==> config.mk <==
export PLATFORM = sky130hd
export DESIGN_NAME = pcbd_ram
export DESIGN_NICKNAME = d
export VERILOG_FILES = /design/src/design/pcbd_ram.sv
export SDC_FILE = /design/constraint.sdc
export NUM_CORES = 1
export LEC_CHECK = 0
export BUFFER_PORTS_ARGS = -buffer_cell sky130_fd_sc_hd__buf_2
export CAP_MARGIN = 20
export CORE_ASPECT_RATIO = 0.75
export CORE_UTILIZATION = 59
export DETAILED_ROUTE_END_ITERATION = 12
export PLACE_DENSITY = 0.84
export SYNTH_ARGS = -nofsm -noshare
export SYNTH_HDL_FRONTEND = slang
export SYNTH_SLANG_ARGS = --single-unit
==> constraint.sdc <==
create_clock -name clk -period 4.4 [get_ports clk]
set_clock_uncertainty 0.2 [all_clocks]
set_input_delay 0.88 -clock clk [delete_from_list [all_inputs] [get_ports clk]]
set_output_delay 0.88 -clock clk [all_outputs]
set_load 0.01 [all_outputs]
==> src/design/pcbd_ram.sv <==
// generic single write port ram with registered read
`timescale 1ns / 1ps
module pcbd_ram #(
  parameter int WIDTH = 8,
  parameter int DEPTH = 16
) (
  input  logic                     clk,
  input  logic                     we,
  input  logic [$clog2(DEPTH)-1:0] waddr,
  input  logic [WIDTH-1:0]         wdata,
  input  logic                     re,
  input  logic [$clog2(DEPTH)-1:0] raddr,
  output logic [WIDTH-1:0]         rdata
);

  logic [WIDTH-1:0] mem [DEPTH];

  always_ff @(posedge clk) begin
    if (we) begin
      mem[waddr] <= wdata;
    end
    if (re) begin
      rdata <= mem[raddr];
    end
  end

endmodule
Word level (Yosys, flattened, before mapping)
Memory sizes are Yosys's and may differ from the RTL's. A register that Yosys moved wholly into a read port is not among the register bits.
Index checks and enable logic that the tools add are counted.

word-level totals
  register bits = 0
  RAM bits = 128
  memories kept = 1

cells by class
  multiplexer cells = 2

memory list
  memory  depth  bits a word  read ports  clocked after memory_dff  write ports  line  text
  mem     16     8            1           1                         1            16    logic [WIDTH-1:0] mem [DEPTH];

operators with widths
  cell     count
  $mux W1  2

Depth between registers and ports, before layout
  depth after elaboration = 2
  mapped depth = 5
  depth with buffers taken out = 3

Least setup slack after synthesis
Ideal clock, no wire load.

  path kind = input-to-reg
  start = input waddr[2]
  end = memory mem[0][0], enable pin
  library setup time = 383 ps
  data arrival time = 1,990 ps
  required time = 3,817 ps
  setup slack = 1,827 ps
  stages = 2
  path buffers = 0
  cell sequence = or3b_2 nor3_1

RTL lines
  what         line  text
  from (decl)  9     input logic [$clog2(DEPTH)-1:0] waddr,
  to (decl)    16

Straight into the memory's write port.

==> run summary <==
Run status: complete, no violations
Largest net degree at the start of global routing: 33
Cell accounting for the most synthesized area: sky130_fd_sc_hd__edfxtp_1
Switching Power: 0.619 mW
Total number of placement rows: 29
Vias in the first global route: 2,565
Highest attainable clock frequency: 364 MHz
Post-CTS setup buffer count: 0
Class of the most critical hold timing path: register to register
Net switching fraction of the power: 19.7%
Clock slew seen by the registers of the worst setup and hold paths: 60 ps
Final WS setup: 1660 ps
Type of origin of the critical path: input port
Via total after detailed routing: 2,426
Crit-path cells: buf_2, buf_4, mux4_1, a22oi_1, nand2_1
Initial Util: 61.3%
Largest delay share family, worst path: buffers and inverters
Number of synthesized register bits: 136
WP buf/inv: 2
Gr ovfl total: 0
Portion of synthesized cell area occupied by the leading cell type: 78.1%
Kind of end point of the critical path: register
Placeable core region: 8530 um^2
Avg WL per Cell: 25.6 um
Clock buffer depth: 2
Port bufs: 26
CP max stage delay: 650 ps
Number of buffers created by CTS: 17
Mean cell area of the mapped netlist: 22.8 um^2
Total DRC errors in the routed layout: 0
Warnings from Yosys: 0
Largest cells by area after synthesis: sky130_fd_sc_hd__edfxtp_1 78%, sky130_fd_sc_hd__mux4_2 7.8%, sky130_fd_sc_hd__mux4_1 7.0%, sky130_fd_sc_hd__a22oi_1 2.3%, sky130_fd_sc_hd__nor2_1 0.93%
Detail Placement HPWL: 5.92 mm
Placement Setup Slack: 1210 ps
Worst Setup Path Type: input port to register
Clock tree from TritonCTS: built
Number of nets with antenna violations after routing: 0
Fill cell count: 485
Arrival time at the worst endpoint: 2710 ps
Synthesized cell area: 5230 um^2
Critical path data required time: 4360 ps
Die extent in y: 83.5 um
Horizontal die dimension: 111 um
Fraction of layout instances using a drive strength above 1: 29.1%
Final critical-path required period: 2740 ps
DR vias/cell: 6.22
RSZ-0062 raised after global routing: no
Violation count after the first detailed-route iteration: 284
Worst VDD drop: 0.446 mV
Post-route design area: 6090 um^2
Final setup violation count: 0
Final number of max-transition violations: 0
Antenna violations before repair: 0
Placer's final routability congestion estimate: 0.765
Latest clock arrival within the worst-skew pair: 420 ps
Internal power: 2.52 mW
Master cell of the clock root buffer: sky130_fd_sc_hd__clkbuf_16
Post-cts sizing count: 0
Clock sink count: 136
Number of diodes: 0
Net count of the mapped netlist: 248
Synthesis-to-finish area growth: 16.5%
Gate Count Post-Synth: 229
Wire length of the first global-routing pass: 15.2 mm
Hold Violations, Final: 0
Period utilization: 62.4%
Total Negative Setup Slacks: 0 ps
Detailed Route WL: 10.0 mm
Power per cell area: 515 nW/um^2
Placed Instance Area: 5440 um^2
Tightest slew margin relative to the limit: 38.5%
Number of nets at the end of the flow: 288
Most frequently used flop master after synthesis: sky130_fd_sc_hd__edfxtp_1
Max capacitance violation total: 0
Register area share after synthesis: 78.1%
Async S/R FF share, synth: 0%
Post-route worst hold slack: 547 ps
Clock group share of total power: 49.1%
H-tree Lvls: 4
First drt pass iteration count: 5
Overall fraction of global-route tracks in use: 24.0%
CP Max Fanout: 17
IO Pins: 27
Transition time at the pin with the least slew margin: 919 ps
Gate power share: 4.1%
Final design utilization: 71.4%
Count of flip-flops with a built-in enable after synthesis: 136
Leak pwr: 2.06 nW
Die Area: 9240 um^2
CP max stage cell: sky130_fd_sc_hd__mux4_1
# hold bufs at CTS: 0
Power share of the sequential group: 46.8%
Cell variety after synth: 18
sequential cells by signal, summed over array words and instances, names as in the netlist:
| signal | count |
|---|---|
| mem | 128 |
| rdata | 8 |
Yosys cell counts, drive strengths merged, types with 2 or more instances:
cell type        n
a22oi           16
buf              7
clkdlybuf4s25    3
edfxtp         136
mux4            32
nand2            9
nand2b           2
nand3b           2
nor2            13
nor3             4
kinds of logic (layout without fill, tap and decap cells):
logic type / Yosys count / in the layout / synth area share (%)
AOI/OAI and AO/OA: 16 / 16 / 2.30
buffers and inverters: 10 / 63 / 1.65
DFF: 136 / 136 / 78.1
muxes: 32 / 32 / 14.8
and+or+nand+nor: 35 / 35 / 3.14
final timing paths:
check / startpoint / slack, ps / cells after the start / endpoint
max: raddr[0] / 1660 / 5 / rdata[1]
min: mem[7][3] / 550 / 3 / rdata[3]
max reg2reg: mem[11][6] / 2680 / 3 / rdata[6]
min reg2reg: mem[7][3] / 550 / 3 / rdata[3]
layer usage:
layer  vias to the layer above  GRT usage (%)  wire length [um]
met3                        15           8.28               708
met1                      1236           34.3              4500
met5                         -              0                 0
met2                       113           35.0              4690
li1                       1062              -                 -
met4                         0           8.85               107
metrics by stage:
step	cells	power, mW
floorplan	229	1.57
CTS	390	3.16
finish	390	3.14
global route	390	3.22
detailed placement	358	1.62
global placement	358	1.62
cell type report:
class,instances,area [um^2],share of cell area (%)
multi-input cells,83,1060,17.4
flip-flops and latches,136,4080,67.0
well taps,108,135,2.22
clock buffers,17,425,6.98
clock inverters,15,223,3.66
repair buffers,31,168,2.75
cell usage in the layout (no fill, tap or decap):
cell type                   synthesis  layout
sky130_fd_sc_hd__and2b_1            1       1
sky130_fd_sc_hd__mux4_1            14      14
sky130_fd_sc_hd__and2_1             1       1
sky130_fd_sc_hd__nand2b_1           2       2
sky130_fd_sc_hd__nand3_1            1       1
sky130_fd_sc_hd__bufinv_16          0       5
sky130_fd_sc_hd__nand3b_1           2       2
sky130_fd_sc_hd__edfxtp_1         136     136
sky130_fd_sc_hd__buf_2              3      26
sky130_fd_sc_hd__clkbuf_16          0      17
sky130_fd_sc_hd__mux4_2            18      18
sky130_fd_sc_hd__nor3_1             4       4
sky130_fd_sc_hd__nor2_1            13      13
sky130_fd_sc_hd__inv_6              0       2
sky130_fd_sc_hd__nor2b_1            1       1
sky130_fd_sc_hd__a22oi_1           16      16
sky130_fd_sc_hd__clkinv_2           0       4
sky130_fd_sc_hd__nand2_1            9       9
sky130_fd_sc_hd__buf_4              1       5
sky130_fd_sc_hd__clkinv_4           0       4
sky130_fd_sc_hd__or3b_2             1       1
power by group through the flow:
stage	Clock, mW	Combinational, mW	Sequential (mW)
finish	1.54	0.129	1.47
global route	1.61	0.138	1.47
CTS	1.56	0.130	1.47
detailed placement	0	0.128	1.49
global placement	0	0.124	1.49
floorplan	0	0.0737	1.50
tightest hold or removal path, delay by kind of cell, from the launching register on:
kind | cells | cell delay [ps]
AOI/OAI and AO/OA | 1 | 60
DFF | 1 | 310
muxes | 1 | 210
and+or+nand+nor | 1 | 60
(Power assumes the default switching activity.)
